<file path="config.mk">
export PLATFORM = sky130hd
export DESIGN_NAME = marker_checksum_packet_deframer
export DESIGN_NICKNAME = d
export VERILOG_FILES = /design/src/design/mcpd_pkg.sv /design/src/design/mcpd_ram.sv /design/src/design/marker_checksum_packet_deframer.sv
export SDC_FILE = /design/constraint.sdc
export NUM_CORES = 1
export LEC_CHECK = 0
export ABC_AREA = 1
export CORE_ASPECT_RATIO = 0.5
export CORE_MARGIN = 5
export CORE_UTILIZATION = 68
export CTS_CLUSTER_DIAMETER = 120
export DETAILED_ROUTE_END_ITERATION = 7
export DONT_BUFFER_PORTS = 1
export PLACE_DENSITY = 0.84
export SYNTH_ARGS = -nofsm -noshare
export SYNTH_HDL_FRONTEND = slang
export SYNTH_SLANG_ARGS = --single-unit
</file>
<file path="constraint.sdc">
create_clock -name clk -period 3.2 [get_ports clk]
set_input_delay 0.16 -clock clk [delete_from_list [all_inputs] [get_ports clk]]
set_output_delay 0.16 -clock clk [all_outputs]
set_load 0.005 [all_outputs]
</file>
<file path="src/design/mcpd_pkg.sv">
// Shared constants for the marker/checksum packet deframer.
// Frame geometry, marker and type codes, result kinds. No dependencies.
package mcpd_pkg;

	localparam int PAYLOAD_BYTES = 8;

	localparam int HELLO_LEN = 9;
	localparam int DATA_LEN  = PAYLOAD_BYTES + 4;
	localparam int STORE_LEN = (HELLO_LEN > DATA_LEN) ? HELLO_LEN : DATA_LEN;
	localparam int FILL_W    = $clog2(STORE_LEN + 1);
	localparam int ADDR_W    = $clog2(STORE_LEN);

	localparam logic [7:0] MARK_BYTE  = 8'hA5;
	localparam logic [7:0] SUM_MASK   = 8'h5A;
	localparam logic [7:0] TYPE_HELLO = 8'h01;
	localparam logic [7:0] TYPE_DATA  = 8'h02;

	localparam logic [ADDR_W-1:0] ADDR_VERSION   = ADDR_W'(3);
	localparam logic [ADDR_W-1:0] ADDR_SIZE      = ADDR_W'(4);
	localparam logic [ADDR_W-1:0] ADDR_TOKEN_HI  = ADDR_W'(5);
	localparam logic [ADDR_W-1:0] ADDR_TOKEN_LO  = ADDR_W'(6);
	localparam logic [ADDR_W-1:0] ADDR_SESSION   = ADDR_W'(7);
	localparam logic [ADDR_W-1:0] ADDR_PAYLOAD   = ADDR_W'(3);
	localparam logic [ADDR_W-1:0] ADDR_PAY_LAST  = ADDR_W'(DATA_LEN - 2);

	localparam logic [1:0] EV_HELLO = 2'd0;
	localparam logic [1:0] EV_DATA  = 2'd1;
	localparam logic [1:0] EV_BAD   = 2'd2;

	typedef enum logic [3:0] {
		ST_RECV  = 4'b0001,
		ST_FETCH = 4'b0010,
		ST_LOAD  = 4'b0100,
		ST_OUT   = 4'b1000
	} state_t;

endpackage

</file>
<file path="src/design/mcpd_ram.sv">
// Generic single-write, single-read RAM with registered read data.
// Used for the frame buffer of the deframer. No dependencies.
module mcpd_ram #(
	parameter int WIDTH = 8,
	parameter int DEPTH = 16
) (
	input  logic                     clk,
	input  logic                     we,
	input  logic [$clog2(DEPTH)-1:0] waddr,
	input  logic [WIDTH-1:0]         wdata,
	input  logic [$clog2(DEPTH)-1:0] raddr,
	output logic [WIDTH-1:0]         rdata
);

	logic [WIDTH-1:0] mem_q [DEPTH];

	always_ff @(posedge clk) begin
		if (we) begin
			mem_q[waddr] <= wdata;
		end
		rdata <= mem_q[raddr];
	end

endmodule

</file>
<file path="src/design/marker_checksum_packet_deframer.sv">
// Top level of the marker/checksum packet deframer.
// Depends on mcpd_pkg and mcpd_ram (frame buffer).
//
// Usage:
//   rx channel (rx_valid/rx_ready/rx_byte) takes one received byte per transaction.
//   Result channel (out_valid/out_ready plus the event fields) gives one result per
//   transaction; run_last marks the final result caused by one input byte.
//   While a frame is being received, rx_ready is high and a byte is taken every
//   cycle. Marker hunting, type decode and the running checksum do not stall the stream.
//   When the checksum byte completes a frame, rx_ready drops until all of its
//   results have been taken:
//     bad checksum: result valid in the cycle after the checksum byte.
//     HELLO: the five body bytes are read back from the frame buffer, one RAM read
//       each through the fetch and load states; the result is valid after the last read.
//     DATA: each payload byte is one RAM read, so each result is valid after a fetch and
//       a load state that follow the previous one being taken (the first: the checksum byte).
//   The single read port of the frame buffer sets the readout rate.
//   A stalled receiver holds the result register; nothing is lost or repeated.
//   Reset clears the fill count and the sequencer and puts the block into hunting.
//   Frame buffer contents are not cleared; only bytes of the current frame are read.
module marker_checksum_packet_deframer (
	input  logic       clk,
	input  logic       arst_n,
	input  logic       rx_valid,
	output logic       rx_ready,
	input  logic [7:0] rx_byte,
	output logic       out_valid,
	input  logic       out_ready,
	output logic [1:0] event_kind,
	output logic [7:0] frame_seq,
	output logic [7:0] payload_byte,
	output logic [2:0] payload_index,
	output logic       run_last,
	output logic [7:0] peer_version,
	output logic [7:0] peer_payload_size,
	output logic [15:0] peer_token,
	output logic [7:0] peer_session_flag
);
	import mcpd_pkg::*;

	state_t            state_q;
	logic [FILL_W-1:0] fill_q;
	logic [FILL_W-1:0] last_idx_q;
	logic              is_hello_q;
	logic [7:0]        sum_q;
	logic [7:0]        seq_q;
	logic [ADDR_W-1:0] rd_addr_q;

	logic              rx_take;
	logic              ram_we;
	logic [7:0]        ram_rdata;
	logic              frame_end;
	logic              sum_ok;
	logic [ADDR_W-1:0] pay_off;

	assign rx_ready  = (state_q == ST_RECV);
	assign out_valid = (state_q == ST_OUT);
	assign rx_take   = rx_valid && rx_ready;
	assign ram_we    = rx_take && (fill_q >= FILL_W'(2));
	assign frame_end = (fill_q >= FILL_W'(2)) && (fill_q == last_idx_q);
	assign sum_ok    = ((sum_q ^ SUM_MASK) == rx_byte);
	assign pay_off   = rd_addr_q - ADDR_PAYLOAD;

	mcpd_ram #(
		.WIDTH(8),
		.DEPTH(STORE_LEN)
	) u_frame_ram (
		.clk  (clk),
		.we   (ram_we),
		.waddr(fill_q[ADDR_W-1:0]),
		.wdata(rx_byte),
		.raddr(rd_addr_q),
		.rdata(ram_rdata)
	);

	always_ff @(posedge clk or negedge arst_n) begin
		if (!arst_n) begin
			state_q    <= ST_RECV;
			fill_q     <= '0;
			last_idx_q <= '0;
			is_hello_q <= 1'b0;
			sum_q      <= '0;
			seq_q      <= '0;
			rd_addr_q  <= '0;
		end else begin
			unique case (state_q)
				ST_RECV: begin
					if (rx_take) begin
						priority if (fill_q == '0) begin
							if (rx_byte == MARK_BYTE) begin
								fill_q <= FILL_W'(1);
							end
						end else if (fill_q == FILL_W'(1)) begin
							if (rx_byte == TYPE_HELLO || rx_byte == TYPE_DATA) begin
								is_hello_q <= (rx_byte == TYPE_HELLO);
								last_idx_q <= (rx_byte == TYPE_HELLO) ?
									FILL_W'(HELLO_LEN - 1) : FILL_W'(DATA_LEN - 1);
								sum_q      <= rx_byte;
								fill_q     <= FILL_W'(2);
							end else begin
								fill_q <= '0;
							end
						end else if (frame_end) begin
							fill_q <= '0;
							if (!sum_ok) begin
								state_q <= ST_OUT;
							end else begin
								rd_addr_q <= is_hello_q ? ADDR_VERSION : ADDR_PAYLOAD;
								state_q   <= ST_FETCH;
							end
						end else begin
							if (fill_q == FILL_W'(2)) begin
								seq_q <= rx_byte;
							end
							sum_q  <= sum_q + rx_byte;
							fill_q <= fill_q + FILL_W'(1);
						end
					end
				end
				ST_FETCH: begin
					state_q <= ST_LOAD;
				end
				ST_LOAD: begin
					if (is_hello_q && rd_addr_q != ADDR_SESSION) begin
						rd_addr_q <= rd_addr_q + ADDR_W'(1);
						state_q   <= ST_FETCH;
					end else begin
						state_q <= ST_OUT;
					end
				end
				ST_OUT: begin
					if (out_ready) begin
						if (!run_last) begin
							rd_addr_q <= rd_addr_q + ADDR_W'(1);
							state_q   <= ST_FETCH;
						end else begin
							state_q <= ST_RECV;
						end
					end
				end
				default: begin
					state_q <= ST_RECV;
				end
			endcase
		end
	end

	// Result register: set up at frame end (kind, sequence, run_last, other fields cleared), filled by readback.
	always_ff @(posedge clk) begin
		if (state_q == ST_RECV && rx_take && frame_end) begin
			event_kind        <= !sum_ok ? EV_BAD : (is_hello_q ? EV_HELLO : EV_DATA);
			frame_seq         <= seq_q;
			payload_byte      <= '0;
			payload_index     <= '0;
			run_last          <= !sum_ok || is_hello_q;
			peer_version      <= '0;
			peer_payload_size <= '0;
			peer_token        <= '0;
			peer_session_flag <= '0;
		end else if (state_q == ST_LOAD) begin
			if (is_hello_q) begin
				unique case (rd_addr_q)
					ADDR_VERSION:  peer_version      <= ram_rdata;
					ADDR_SIZE:     peer_payload_size <= ram_rdata;
					ADDR_TOKEN_HI: peer_token[15:8]  <= ram_rdata;
					ADDR_TOKEN_LO: peer_token[7:0]   <= ram_rdata;
					ADDR_SESSION:  peer_session_flag <= ram_rdata;
					default: begin
					end
				endcase
			end else begin
				payload_byte  <= ram_rdata;
				payload_index <= pay_off[2:0];
				run_last      <= (rd_addr_q == ADDR_PAY_LAST);
			end
		end
	end

endmodule
</file>
## Word level (Yosys, flattened, before mapping)

Memories as Yosys holds them, arrays and structs flattened. A register that Yosys moved wholly into a read port is not among the register bits.
Index checks and enable logic that the tools add are counted.

- Register bits after elaboration: 95
- Bits in writable memories: 96
- Input port bits: 12
- Output and inout bits: 64
- Logic and storage cells: 116
- Memories kept: 1

Memories:

| memory | depth | width | read ports | clocked after Yosys merged registers in | write ports | line | text |
|---|---|---|---|---|---|---|---|
| u_frame_ram.mem_q | 12 | 8 | 1 | 1 | 1 | mcpd_ram.sv:15 | `logic [WIDTH-1:0] mem_q [DEPTH];` |

- $add $sub $neg: 4
- $lt $le $gt $ge: 1
- Equality and inequality tests: 30
- Muxes and demuxes: 33
- Bitwise operators: 5
- Reductions and logical operators: 25

Operator list:

| kind | count |
|---|---|
| two-way mux 4 bit | 19 |
| two-way mux 8 bit | 3 |
| == test 4 x 3 -> 1 bit, second input constant | 5 |
| AND reduction 3 bit | 6 |
| != test 2 x 1 -> 1 bit, second input constant | 8 |
| one-hot mux 4 bit (4 select lines) | 1 |
| AND reduction 5 bit | 3 |
| == test 4 x 2 -> 1 bit, second input constant | 3 |
| one-hot mux 4 bit (3 select lines) | 1 |
| AND reduction 9 bit | 1 |
| adder 4 x 1 -> 4 bit, second input constant | 2 |
| adder 8 bit | 1 |
| == test 4 x 1 -> 1 bit, second input constant | 2 |
| == test 4 bit, second input constant | 2 |
| == test 8 x 1 -> 1 bit, second input constant | 1 |
| == test 8 x 2 -> 1 bit, second input constant | 1 |
| == test 8 bit | 1 |
| == test 8 bit, second input constant | 1 |
| != test 2 bit, second input constant | 4 |
| logical AND 1 bit | 6 |
| two-way mux 1 bit | 6 |
| two-way mux 2 bit | 3 |
| AND reduction 6 bit | 1 |
| == test 4 bit | 1 |
| 11 further kinds | 16 |

## Depth between registers and ports, before layout

Gate-level depths: netlist of run 1.

- Word-level depth: 8
- Depth in mapped cells: 12
- Depth with buffers taken out: 11

## Hierarchy

From an unflattened synthesis of run 1, not the netlist that was laid out.

- Cell total of the unflattened synthesis: 980
- Area, all modules: 8976.1 µm²

Modules (own cells, without submodules):

| module | instances | cells an instance | area each (µm²) | sequential area each (µm²) |
|---|---|---|---|---|
| marker_checksum_packet_deframer | 1 | 591 | 4678.2 | 2128.3 |
| mcpd_ram | 1 | 389 | 4297.9 | 3042.9 |

## Worst setup path before layout of run 1

No wires, ideal clock.

- Kind: reg-to-reg
- Start: reg state_q[0]
- End: mem u_frame_ram.mem_q[3][0] (enable)
- Setup time: 383 ps
- Data arrival time: 1735 ps
- Data required time: 2817 ps
- Slack: 1082 ps
- Cell stages (with the launch flop): 7
- Path buffers: 0
- Period minus slack after synthesis: 2118 ps
- Cell sequence: dfstp_2 > nand2_2 > nor2_8 > nand2_4 > nor2_1 > inv_1 > nor3_1

- Cells in the longest elaborated chain, start to end: 5

Ends and longest elaborated chain:

| what | line | text |
|---|---|---|
| start, declared | marker_checksum_packet_deframer.sv:41 | `state_t state_q;` |
| start signal, assigned | marker_checksum_packet_deframer.sv:78 | `state_q <= ST_RECV;` |
| start signal, assigned | marker_checksum_packet_deframer.sv:106 | `state_q <= ST_OUT;` |
| start signal, assigned | marker_checksum_packet_deframer.sv:109 | `state_q <= ST_FETCH;` |
| == test 4 x 1 -> 1 bit | marker_checksum_packet_deframer.sv:56 | `assign rx_ready = (state_q == ST_RECV);` |
| net rx_ready | marker_checksum_packet_deframer.sv:25 | `output logic rx_ready,` |
| logical AND 1 bit | marker_checksum_packet_deframer.sv:58 | `assign rx_take = rx_valid && rx_ready;` |
| logical AND 1 bit | marker_checksum_packet_deframer.sv:59 | `assign ram_we = rx_take && (fill_q >= FILL_W'(2));` |
| two-way mux 1 bit | mcpd_ram.sv:18 | `if (we) begin` |
| two-way mux 1 bit (not written as such) | mcpd_ram.sv:19 | `mem_q[waddr] <= wdata;` |
| end, declared | mcpd_ram.sv:15 |  |

The timed path passes the listed nets, and every way through them passes these cells.

## Worst setup path in the final report of run 1

- Start: reg fill_q[0]
- End: mem u_frame_ram.mem_q[1][6] (enable)

- Cells in the longest elaborated chain, start to end: 4

Ends and longest elaborated chain:

| what | line | text |
|---|---|---|
| start, declared | marker_checksum_packet_deframer.sv:42 | `logic [FILL_W-1:0] fill_q;` |
| start signal, assigned | marker_checksum_packet_deframer.sv:116 | `fill_q <= fill_q + FILL_W'(1);` |
| >= comparator 4 x 2 -> 1 bit | marker_checksum_packet_deframer.sv:59 |  |
| logical AND 1 bit | marker_checksum_packet_deframer.sv:59 |  |
| two-way mux 1 bit | mcpd_ram.sv:18 |  |
| two-way mux 1 bit (not written as such) | mcpd_ram.sv:19 |  |

Several ways; a longest one is shown, not always the timed one.

==> results of run 1 <==
[per-stage QoR]
step	power, W	utilization
floorplan	0.00519	-
global placement	0.00571	0.713
detailed placement	0.00582	0.713
CTS	0.00803	0.773
global route	0.00851	0.773
finish	0.00806	0.773
[area by class of cell]
class | instances | area, um^2 | share of cell area
clock inverter | 12 | 131 | 0.0142
tap | 165 | 206 | 0.0223
timing repair buffer | 20 | 185 | 0.0200
clock buffer | 20 | 468 | 0.0506
sequential | 197 | 5170 | 0.559
multi-input combinational | 548 | 2820 | 0.305
inverter | 71 | 270 | 0.0292
[power by group]
| group | internal (W) | total (W) | switching, W |
|---|---|---|---|
| clock network | 0.00117 | 0.00215 | 0.000976 |
| logic | 0.000764 | 0.00243 | 0.00166 |
| registers | 0.00314 | 0.00348 | 0.000348 |
[critical path: cells and delay by family (launching register included)]
family | cells | cell delay (ns)
adder cells (fa/ha/maj) | 1 | 0.22
buffers and inverters | 3 | 0.35
flip-flops | 1 | 0.44
AND/OR/NAND/NOR | 4 | 0.91
[kinds of logic (layout without fill, tap and decap cells)]
kind of cell	Yosys count	in the layout	synth area share
and+or+nand+nor	366	366	0.201
DFF	197	197	0.612
AOI/OAI and AO/OA	161	161	0.103
buffers and inverters	104	123	0.0536
adders and majority gates	16	16	0.0246
xor gates and xnor gates	5	5	0.00518
[layer usage]
metal  vias to the layer above  global-route usage  share of wire
li1                       2913                   -              -
met3                        36              0.0919           0.12
met2                       375               0.439           0.45
met1                      3016               0.361           0.40
met5                         -                   0              0
met4                         0              0.0950          0.020
[state kept, by name (all words and copies together) (netlist names), 4 cells and up]
register / cells
u_frame_ram.mem_q: 96
peer_token: 16
frame_seq: 8
payload_byte: 8
peer_payload_size: 8
peer_session_flag: 8
peer_version: 8
seq_q: 8
sum_q: 8
u_frame_ram.rdata: 8
fill_q: 4
rd_addr_q: 4
state_q: 4
[worst max-delay path by stage]
stage                            from                                 to  slack (ns)
2_1_floorplan  state_q[0]$_DFFE_PN1P_  u_frame_ram.mem_q[3][0]$_DFFE_PP_        1.08
3_3_place_gp   state_q[0]$_DFFE_PN1P_  u_frame_ram.mem_q[1][2]$_DFFE_PP_        1.07
3_5_place_dp   state_q[0]$_DFFE_PN1P_  u_frame_ram.mem_q[1][2]$_DFFE_PP_        0.97
4_1_cts        state_q[0]$_DFFE_PN1P_  u_frame_ram.mem_q[1][1]$_DFFE_PP_        0.96
5_1_grt        state_q[0]$_DFFE_PN1P_  u_frame_ram.mem_q[1][1]$_DFFE_PP_        0.82
6_report        fill_q[0]$_DFFE_PN0P_  u_frame_ram.mem_q[1][6]$_DFFE_PP_        0.91
[cells in the final DEF, fill, tap and decap left out, types with 7 or more instances in the layout]
cell type / count
nand3_1: 59
nand2_1: 173
dlygate4sd3_1: 9
edfxtp_1: 107
nor2_1: 82
dfrtp_1: 30
o21ai_1: 8
nor2_2: 8
nor3_1: 7
a21oi_1: 47
inv_1: 64
buf_4: 10
o21ai_0: 70
nand4_1: 14
ha_1: 15
o22ai_1: 25
dfxtp_1: 59
clkbuf_16: 18
==> metrics.txt, run 1 <==
outcome=finished clean; EDFF count, synth=107; Worst R2R Setup Slack=0.91 ns; Reg2Reg Depth=8; CP Cell Sequence=inv_1 > ha_1 > inv_1 > nand2_1 > nor2_1 > nor2_1 > inv_1 > nor2_1; initial antenna violation count=0; Synth Register Bits=197; die area=0.0149 mm^2; clock sink count=a little under 200; n_diodes=0; First-pass DRT Iterations=5; fill count=720; minimum clock period=2.29 ns; Fin. Hold Viols=0; violation count after the first detailed-route iteration=between 900 and 1,000; sequential element share of the synthesized area=0.612; crit path max-delay cell type=nor2_1; Arrival @ worst endpoint=about 2.3 ns; # resized after CTS=0; Post-CTS Setup Bufs=0; CP max FO=8; Hold Slack=0.0326 ns; HPWL Detailed=12,500 um; max-slew violations=0; clk_lat worst skew=0.43 ns; Initial Util=0.705; die width=168 um; IO Port Bufs=0; CP Launch Type=flop; vias in the first global route=between 5,000 and 6,000; hold_buf cts=10; remaining routing DRC violations=0; Finish-stage setup viols=0; fin cells=a little over 1,000; final instance area=0.00926 mm^2; routed vias/inst=6.14; CP peak stage delay=0.61 ns; io pins=76; setup TNS=0 ns; Synth top area share=0.380; Cell variety after synth=between 40 and 50; CTS Buf Count=17; Post-Syn Area=0.00845 mm^2; clk slew on worst S/H paths=0.07 ns; synth cell count leaders=nand2_1 (173), edfxtp_1 (107), nor2_1 (82); Antenna Violating Nets Remaining=0; clk buf depth=2; Hold Path End=sum_q[1]$_DFFE_PN0P_; Pleak=about 3.9 nW; Mapped Nets=877; Die Y=just under 90 um; critical path class=reg -> reg; Post-Syn Instances=849; total gr overflow=0; maximum vdd ir drop=0.464 mV; Synth area leaders=edfxtp_1 (38%), dfxtp_1 (14%), dfrtp_1 (8.9%); Yosys warnings=0; ys flop type=edfxtp_1; Routed WL=between 15,000 and 20,000 um; RSZ-0062 raised after global routing=no; first-pass GRT wire length=31,300 um; routed length per instance=19.2 um; GP Congestion=between 0.9 and 1; Yosys top cell by area=edfxtp_1; Area growth syn-to-layout=9.57%; worst reg2reg endpoint=u_frame_ram.mem_q[1][6]$_DFFE_PP_; Vias=around 6,300; worst slack at placement=0.974 ns; HP Start=rx_byte[1]; largest net degree at the start of global routing=53; PD cells=871 mW/mm^2; hold-critical path depth=4; Slew @ Worst Pin=0.791 ns; most numerous cell in the Yosys netlist=nand2_1; Mapped Avg Cell Area=9.95 um^2; Fmax=438 MHz; H-tree depth=4; Rows=28; Crit. End Element=flop; CTS root buf=clkbuf_16; Final Net Count=883; HP Class=in -> reg; post-placement cell area=~0.0085 mm^2; Max Cap Viol=0; CTS tree=built; asr flop ratio synth=0.157; core area=0.0120 mm^2; Tot GR Track Use=0.274; FF-to-FF Start=fill_q[0]$_DFFE_PN0P_; proportion of layout cells with a drive suffix above 1=0.0979; fin crit share=0.714; critical path required time=3.25 ns; clk_skew=0.0127 ns; Placed Instances=991; Worst slew margin=0.470; setup ws final=about 0.9 ns
(Power assumes the default switching activity.)
==> run 2, diff against run 1 <==
CORE_UTILIZATION = 57   (was 68)
PLACE_DENSITY = 0.75   (was 0.84)
clock period = 2 ns   (was 3.2 ns; I/O delays follow)
==> run 2 against run 1 <==
Net effect: clock power up 61%; routed wire length shrank 0.10%; sequential power up 61%; largest power group unchanged.
==> metrics.txt, run 2 (same netlist as run 1, synthesis figures left out) <==
Worst slew margin=0.505 (was 0.470); clk slew on worst S/H paths=0.08 ns (was 0.07 ns); critical path required time=2.18 ns (was 3.25 ns); fin cells=1,092 (was 1,033); maximum vdd ir drop=0.739 mV (was 0.464 mV); Slew @ Worst Pin=0.740 ns (was 0.791 ns); GP Congestion=0.872 (was 0.916); first-pass GRT wire length=31,100 um (was 31,300 um); CP Launch Type=flop (unchanged); clk_skew=0.0111 ns (was 0.0127 ns); Fmax=527 MHz (was 438 MHz); Net Switching=0.00485 W (was 0.00299 W); worst slack at placement=0.0636 ns (was 0.974 ns); Reg with most FFs=u_frame_ram.mem_q (unchanged); HP Class=in -> reg (unchanged); busiest grt layer=met2 (unchanged); clk buf depth=2 (unchanged); Max Cap Viol=0 (unchanged); Rows=31 (was 28); fill count=1,081 (was 720); max reg flops=96 (unchanged); worst reg2reg endpoint=run_last$_DFFE_PP_ (was u_frame_ram.mem_q[1][6]$_DFFE_PP_); initial antenna violation count=0 (unchanged); GR Util met3=0.0729 (was 0.0919); Placed Instances=1,042 (was 991); CTS tree=built (unchanged); n_diodes=0 (unchanged); clk_lat worst skew=0.43 ns (about the same); PD cells=1370 mW/mm^2 (was 871 mW/mm^2); routed length per instance=18.1 um (was 19.2 um); clock sink count=197 (unchanged); outcome=finished clean (unchanged); CP max FO=28 (was 8); IO Port Bufs=0 (unchanged); io pins=76 (unchanged); critical path class=reg -> reg (unchanged); max-slew violations=0 (unchanged); Seq pwr share=0.428 (was 0.432); proportion of layout cells with a drive suffix above 1=0.134 (was 0.0979); Pleak=4.04 nW (was 3.91 nW); Critical Path Start=fill_q[0]$_DFFE_PN0P_ (unchanged); commonest non-fill, non-tap cell in the layout=nand2_1 (unchanged); Largest regs=u_frame_ram.mem_q x96, peer_token x16 (unchanged); Die Y=96.1 um (was 88.8 um); remaining routing DRC violations=0 (unchanged); Finish-stage setup viols=0 (unchanged); Routed WL=19,800 um (about the same); cell internal pwr=0.00822 W (was 0.00507 W); Initial Util=0.582 (was 0.705); FF-to-FF Start=fill_q[0]$_DFFE_PN0P_ (unchanged); minimum clock period=1.90 ns (was 2.29 ns); core area=0.0145 mm^2 (was 0.0120 mm^2); post-placement cell area=0.00874 mm^2 (was 0.00855 mm^2); CTS root buf=clkbuf_16 (unchanged); Comb pwr share=0.307 (was 0.301); Arrival @ worst endpoint=2.08 ns (was 2.34 ns); Tot GR Track Use=0.231 (was 0.274); Final Net Count=909 (was 883); Vias=6,214 (was 6,340); Clock Power Share=0.265 (was 0.267); Antenna Violating Nets Remaining=0 (unchanged); Reg2Reg Depth=11 (was 8); Area growth syn-to-layout=13.0% (was 9.57%); Crit. End Element=flop (unchanged); violation count after the first detailed-route iteration=586 (was 902); routed vias/inst=5.69 (was 6.14); HPWL Detailed=12,800 um (was 12,500 um); die width=182 um (was 168 um); sw frac=0.371 (about the same); Worst R2R Setup Slack=0.10 ns (was 0.91 ns); First-pass DRT Iterations=7 (was 5); total gr overflow=0 (unchanged); GRT met2 Usage=0.373 (was 0.439); Hold Slack=0.0195 ns (was 0.0326 ns); RSZ-0062 raised after global routing=no (unchanged); commonest cells after routing, fill and taps aside=nand2_1 (172), edfxtp_1 (107), nor2_1 (80) (was nand2_1 (173), edfxtp_1 (107), nor2_1 (82)); final instance area=0.00955 mm^2 (was 0.00926 mm^2); Fin. Hold Viols=0 (unchanged); H-tree depth=4 (unchanged); crit path capture=run_last$_DFFE_PP_ (was u_frame_ram.mem_q[1][6]$_DFFE_PP_); CTS Buf Count=17 (unchanged); met1 usage=0.305 (was 0.361); setup ws final=0.101 ns (was 0.915 ns); vias in the first global route=5,897 (was 5,794); die area=0.0175 mm^2 (was 0.0149 mm^2); fin crit share=0.950 (was 0.714); largest net degree at the start of global routing=54 (was 53)
run 2: cell types whose count changed in the layout (fill, tap and decap cells not counted), moves of 2 or more:
cell / previous run / this run
buf_4: 10 / 35
clkinv_8: 0 / 2
nor2_1: 82 / 80
nor3_1: 7 / 4
nor3_2: 0 / 3
run 2: routing by layer:
metal | vias to the layer above | wire (um) | part of all wire
met3 | 26 | 1930 | 0.097
met4 | 0 | 250 | 0.013
li1 | 2953 | - | -
met1 | 2956 | 8260 | 0.42
met5 | - | 0 | 0
met2 | 279 | 9380 | 0.47
run 2: cell type report:
cell class / count / area [um^2] / area share
timing repair buffer: 46 / 393 / 0.0411
clock buffer: 18 / 450 / 0.0472
clock inverter: 14 / 163 / 0.0170
tap: 198 / 248 / 0.0259
multi-input combinational: 548 / 2850 / 0.299
sequential: 197 / 5170 / 0.542
inverter: 71 / 270 / 0.0283
run 2: how the worst min path moves through the flow:
stage	from	end	slack [ns]	depth (start not counted)
floorplan	arst_n	fill_q[0]$_DFFE_PN0P_	-0.20	0
global placement	arst_n	state_q[3]$_DFFE_PN0P_	-0.19	0
detailed placement	arst_n	state_q[3]$_DFFE_PN0P_	-0.19	0
CTS	out_ready	state_q[3]$_DFFE_PN0P_	0.001	2
global route	rx_valid	fill_q[0]$_DFFE_PN0P_	0.04	3
finish	rx_valid	fill_q[0]$_DFFE_PN0P_	0.02	4
run 2: power groups by stage:
| stage | Clock, W | Sequential [W] | Combinational [W] |
|---|---|---|---|
| 2_1_floorplan | 0 | 0.00546 | 0.00283 |
| 3_3_place_gp | 0 | 0.00564 | 0.00367 |
| 3_5_place_dp | 0 | 0.00566 | 0.00379 |
| 4_1_cts | 0.00350 | 0.00558 | 0.00391 |
| 5_1_grt | 0.00368 | 0.00567 | 0.00450 |
| 6_report | 0.00347 | 0.00559 | 0.00401 |
run 2: timing repair:
item,4_1_cts,5_1_grt
setup buffers,0,8
setup endpoints to repair,0,101
resized for setup,0,9
endpoints found under the hold margin,142,0
hold buffers,10,0
run 2: metrics by stage:
stage | utilization | power [W] | setup TNS [ns]
3_5_place_dp | 0.602 | 0.00945 | 0
4_1_cts | 0.652 | 0.0130 | 0
5_1_grt | 0.658 | 0.0139 | 0
6_report | 0.658 | 0.0131 | 0
2_1_floorplan | - | 0.00830 | -4.72
3_3_place_gp | 0.602 | 0.00931 | 0
run 2: worst max-delay path, stage by stage (launching register included):
cell and delay (ns):
dfrtp_1 0.44, inv_2 0.11, ha_2 0.19, inv_1 0.04
nand2_1 0.07, nand3_1 0.07, nand2_1 0.12, nand2_4 0.13
nor2_8 0.19, inv_4 0.14, nand2_1 0.10, o21ai_2 0.05
==> run 3, diff against run 2 <==
SETUP_SLACK_MARGIN = 0.5   (was default)
==> run 3 against run 2 <==
Net effect: via count up 17%; non-clock buffer count up 56; count of clock-buffer cells in the layout rose by 1; global-route usage rose by 4.7 points; sequential power is 2% higher; critical endpoint unchanged; sequential share of layout area decreased by 7.4 points; cell area increased by 16%.
==> metrics.txt, run 3 (same netlist as run 1, synthesis figures left out) <==
total power=0.0159 W (was 0.0131 W); initial antenna violation count=1 (was 0); H-tree depth=4 (unchanged); total gr overflow=0 (unchanged); first-pass GRT wire length=37,000 um (was 31,100 um); area of the multi-input gates=0.00356 mm^2 (was 0.00285 mm^2); FF-to-FF Start=fill_q[0]$_DFFE_PN0P_ (unchanged); Max Used Layer=met4 (unchanged); Critical Path Start=fill_q[0]$_DFFE_PN0P_ (unchanged); Slew @ Worst Pin=0.784 ns (was 0.740 ns); routed length per instance=23.7 um (was 18.1 um); outcome=finished clean (unchanged); clk_skew=0.00927 ns (was 0.0111 ns); clk_lat worst skew=0.45 ns (was 0.43 ns); fill count=756 (was 1,081); Initial Util=0.582 (unchanged); setup TNS=0 ns (unchanged); remaining routing DRC violations=0 (unchanged); die area=0.0175 mm^2 (unchanged); final instance area=0.0111 mm^2 (was 0.00955 mm^2); routed vias/inst=6.31 (was 5.69); Pleak=4.65 nW (was 4.04 nW); IO Port Bufs=0 (unchanged); Tot GR Track Use=0.277 (was 0.231); Die Y=96.1 um (unchanged); fin crit share=0.947 (was 0.950); critical path class=reg -> reg (unchanged); io pins=76 (unchanged); CP peak stage delay=0.43 ns (was 0.44 ns); Fin. Hold Viols=0 (unchanged); CP max FO=14 (was 28); CTS Buf Count=17 (unchanged); vias in the first global route=6,754 (was 5,897); minimum clock period=1.89 ns (was 1.90 ns); CTS root buf=clkbuf_16 (unchanged); violation count after the first detailed-route iteration=914 (was 586); max-slew violations=0 (unchanged); CP Cell Sequence=buf_4 > nand2_1 > nand2_1 > nand2_2 > nor2_4 > nand2_4 > nor2_8 > buf_12 > inv_8 > nand2_2 > o21ai_2 (was inv_2 > ha_2 > inv_1 > nand2_1 > nand3_1 > nand2_1 > nand2_4 > nor2_8 > inv_4 > nand2_1 > o21ai_2); Reg2Reg Depth=11 (unchanged); First-pass DRT Iterations=6 (was 7); post-placement cell area=0.00885 mm^2 (was 0.00874 mm^2); die width=182 um (unchanged); Routed WL=27,300 um (was 19,800 um); largest net degree at the start of global routing=32 (was 54); Reg with most FFs=u_frame_ram.mem_q (unchanged); Finish-stage setup viols=0 (unchanged); RSZ-0062 raised after global routing=yes (was no); Largest regs=u_frame_ram.mem_q x96, peer_token x16 (unchanged); crit path capture=run_last$_DFFE_PP_ (unchanged); commonest cells after routing, fill and taps aside=nand2_1 (145), edfxtp_1 (107), nor2_1 (60) (was nand2_1 (172), edfxtp_1 (107), nor2_1 (80)); GP Congestion=0.884 (was 0.872); HPWL Detailed=13,000 um (was 12,800 um); CP Depth=11 (unchanged); PD cells=1430 mW/mm^2 (was 1370 mW/mm^2); core area=0.0145 mm^2 (unchanged); Routed met2 length=12,900 um (was 9380 um); Worst R2R Setup Slack=0.11 ns (was 0.10 ns); Rows=31 (unchanged); proportion of layout cells with a drive suffix above 1=0.316 (was 0.134); clock sink count=197 (unchanged); Crit. End Element=flop (unchanged); Vias=7,276 (was 6,214); max reg flops=96 (unchanged); crit-path leading delay family=simple AND/OR/NAND/NOR gates (unchanged); Max Cap Viol=0 (unchanged); clk buf depth=2 (unchanged); Fmax=528 MHz (was 527 MHz); worst slack at placement=0.0682 ns (was 0.0636 ns); CP Launch Type=flop (unchanged); Hold Slack=0.0469 ns (was 0.0195 ns); maximum vdd ir drop=0.854 mV (was 0.739 mV); Worst slew margin=0.475 (was 0.505); setup ws final=0.106 ns (was 0.101 ns); crit path max-delay cell type=dfrtp_1 (unchanged); critical path required time=2.21 ns (was 2.18 ns); met1 WL=9850 um (was 8260 um); storage element area=0.00517 mm^2 (about the same); CTS tree=built (unchanged); commonest non-fill, non-tap cell in the layout=nand2_1 (unchanged); Area growth syn-to-layout=31.0% (was 13.0%); Buf/Inv on CP=3 (unchanged); Arrival @ worst endpoint=2.10 ns (was 2.08 ns); Final Net Count=970 (was 909); clk slew on worst S/H paths=0.08 ns (about the same); WL met3=3400 um (was 1930 um); HP Class=in -> reg (unchanged); worst reg2reg endpoint=run_last$_DFFE_PP_ (unchanged); Antenna Violating Nets Remaining=0 (unchanged)
==> run 3: routing by layer <==
metal	vias to the layer above	GRT usage
li1	3110	-
met1	3492	0.341
met2	545	0.474
met3	129	0.0868
met4	0	0.0943
met5	-	0
==> run 3: how the worst min path moves through the flow <==
stage	startpoint	endpoint	cells past startpoint
3_3_place_gp	arst_n	rd_addr_q[2]$_DFFE_PN0P_	0
3_5_place_dp	arst_n	rd_addr_q[0]$_DFFE_PN0P_	0
5_1_grt	rx_byte[6]	sum_q[6]$_DFFE_PN0P_	4
2_1_floorplan	arst_n	fill_q[0]$_DFFE_PN0P_	0
4_1_cts	rx_byte[6]	sum_q[6]$_DFFE_PN0P_	4
6_report	rx_byte[0]	sum_q[0]$_DFFE_PN0P_	5
==> run 3: final cells by class <==
| type | count | share of cell area |
|---|---|---|
| Sequential cell | 197 | 0.468 |
| Multi-Input combinational cell | 552 | 0.322 |
| Timing Repair Buffer | 102 | 0.106 |
| Clock buffer | 19 | 0.0410 |
| Inverter | 71 | 0.0283 |
| Tap cell | 198 | 0.0224 |
| Clock inverter | 13 | 0.0114 |
| Timing Repair inverter | 1 | 0.000791 |
| Antenna cell | 1 | 0.000226 |
==> run 3: tightest hold or removal path, cell delays in order <==
cell	delay (ns)
ha_2	0.14
nand2_1	0.04
o21ai_0	0.06
nand2_1	0.05
nand2_1	0.05
==> run 3: stage by stage <==
step | instances | utilization
5_1_grt | 1153 | 0.763
6_report | 1154 | 0.763
2_1_floorplan | 849 | -
4_1_cts | 1122 | 0.720
3_5_place_dp | 1033 | 0.610
3_3_place_gp | 1033 | 0.610
==> run 3: power by group <==
part | internal [W] | switching (W) | total (W)
Clock | 0.00174 | 0.00172 | 0.00346
Combinational | 0.00270 | 0.00402 | 0.00672
Sequential | 0.00502 | 0.000670 | 0.00569
Total | 0.00947 | 0.00640 | 0.0159
==> run 3: timing repair <==
item / in CTS / in global routing
cloned: 10 / 1
pin swaps: 34 / 26
resized for setup: 91 / 117
setup endpoints to repair: 199 / 201
hold buffers: 10 / 0
setup buffers: 37 / 30
endpoints found under the hold margin: 142 / 0
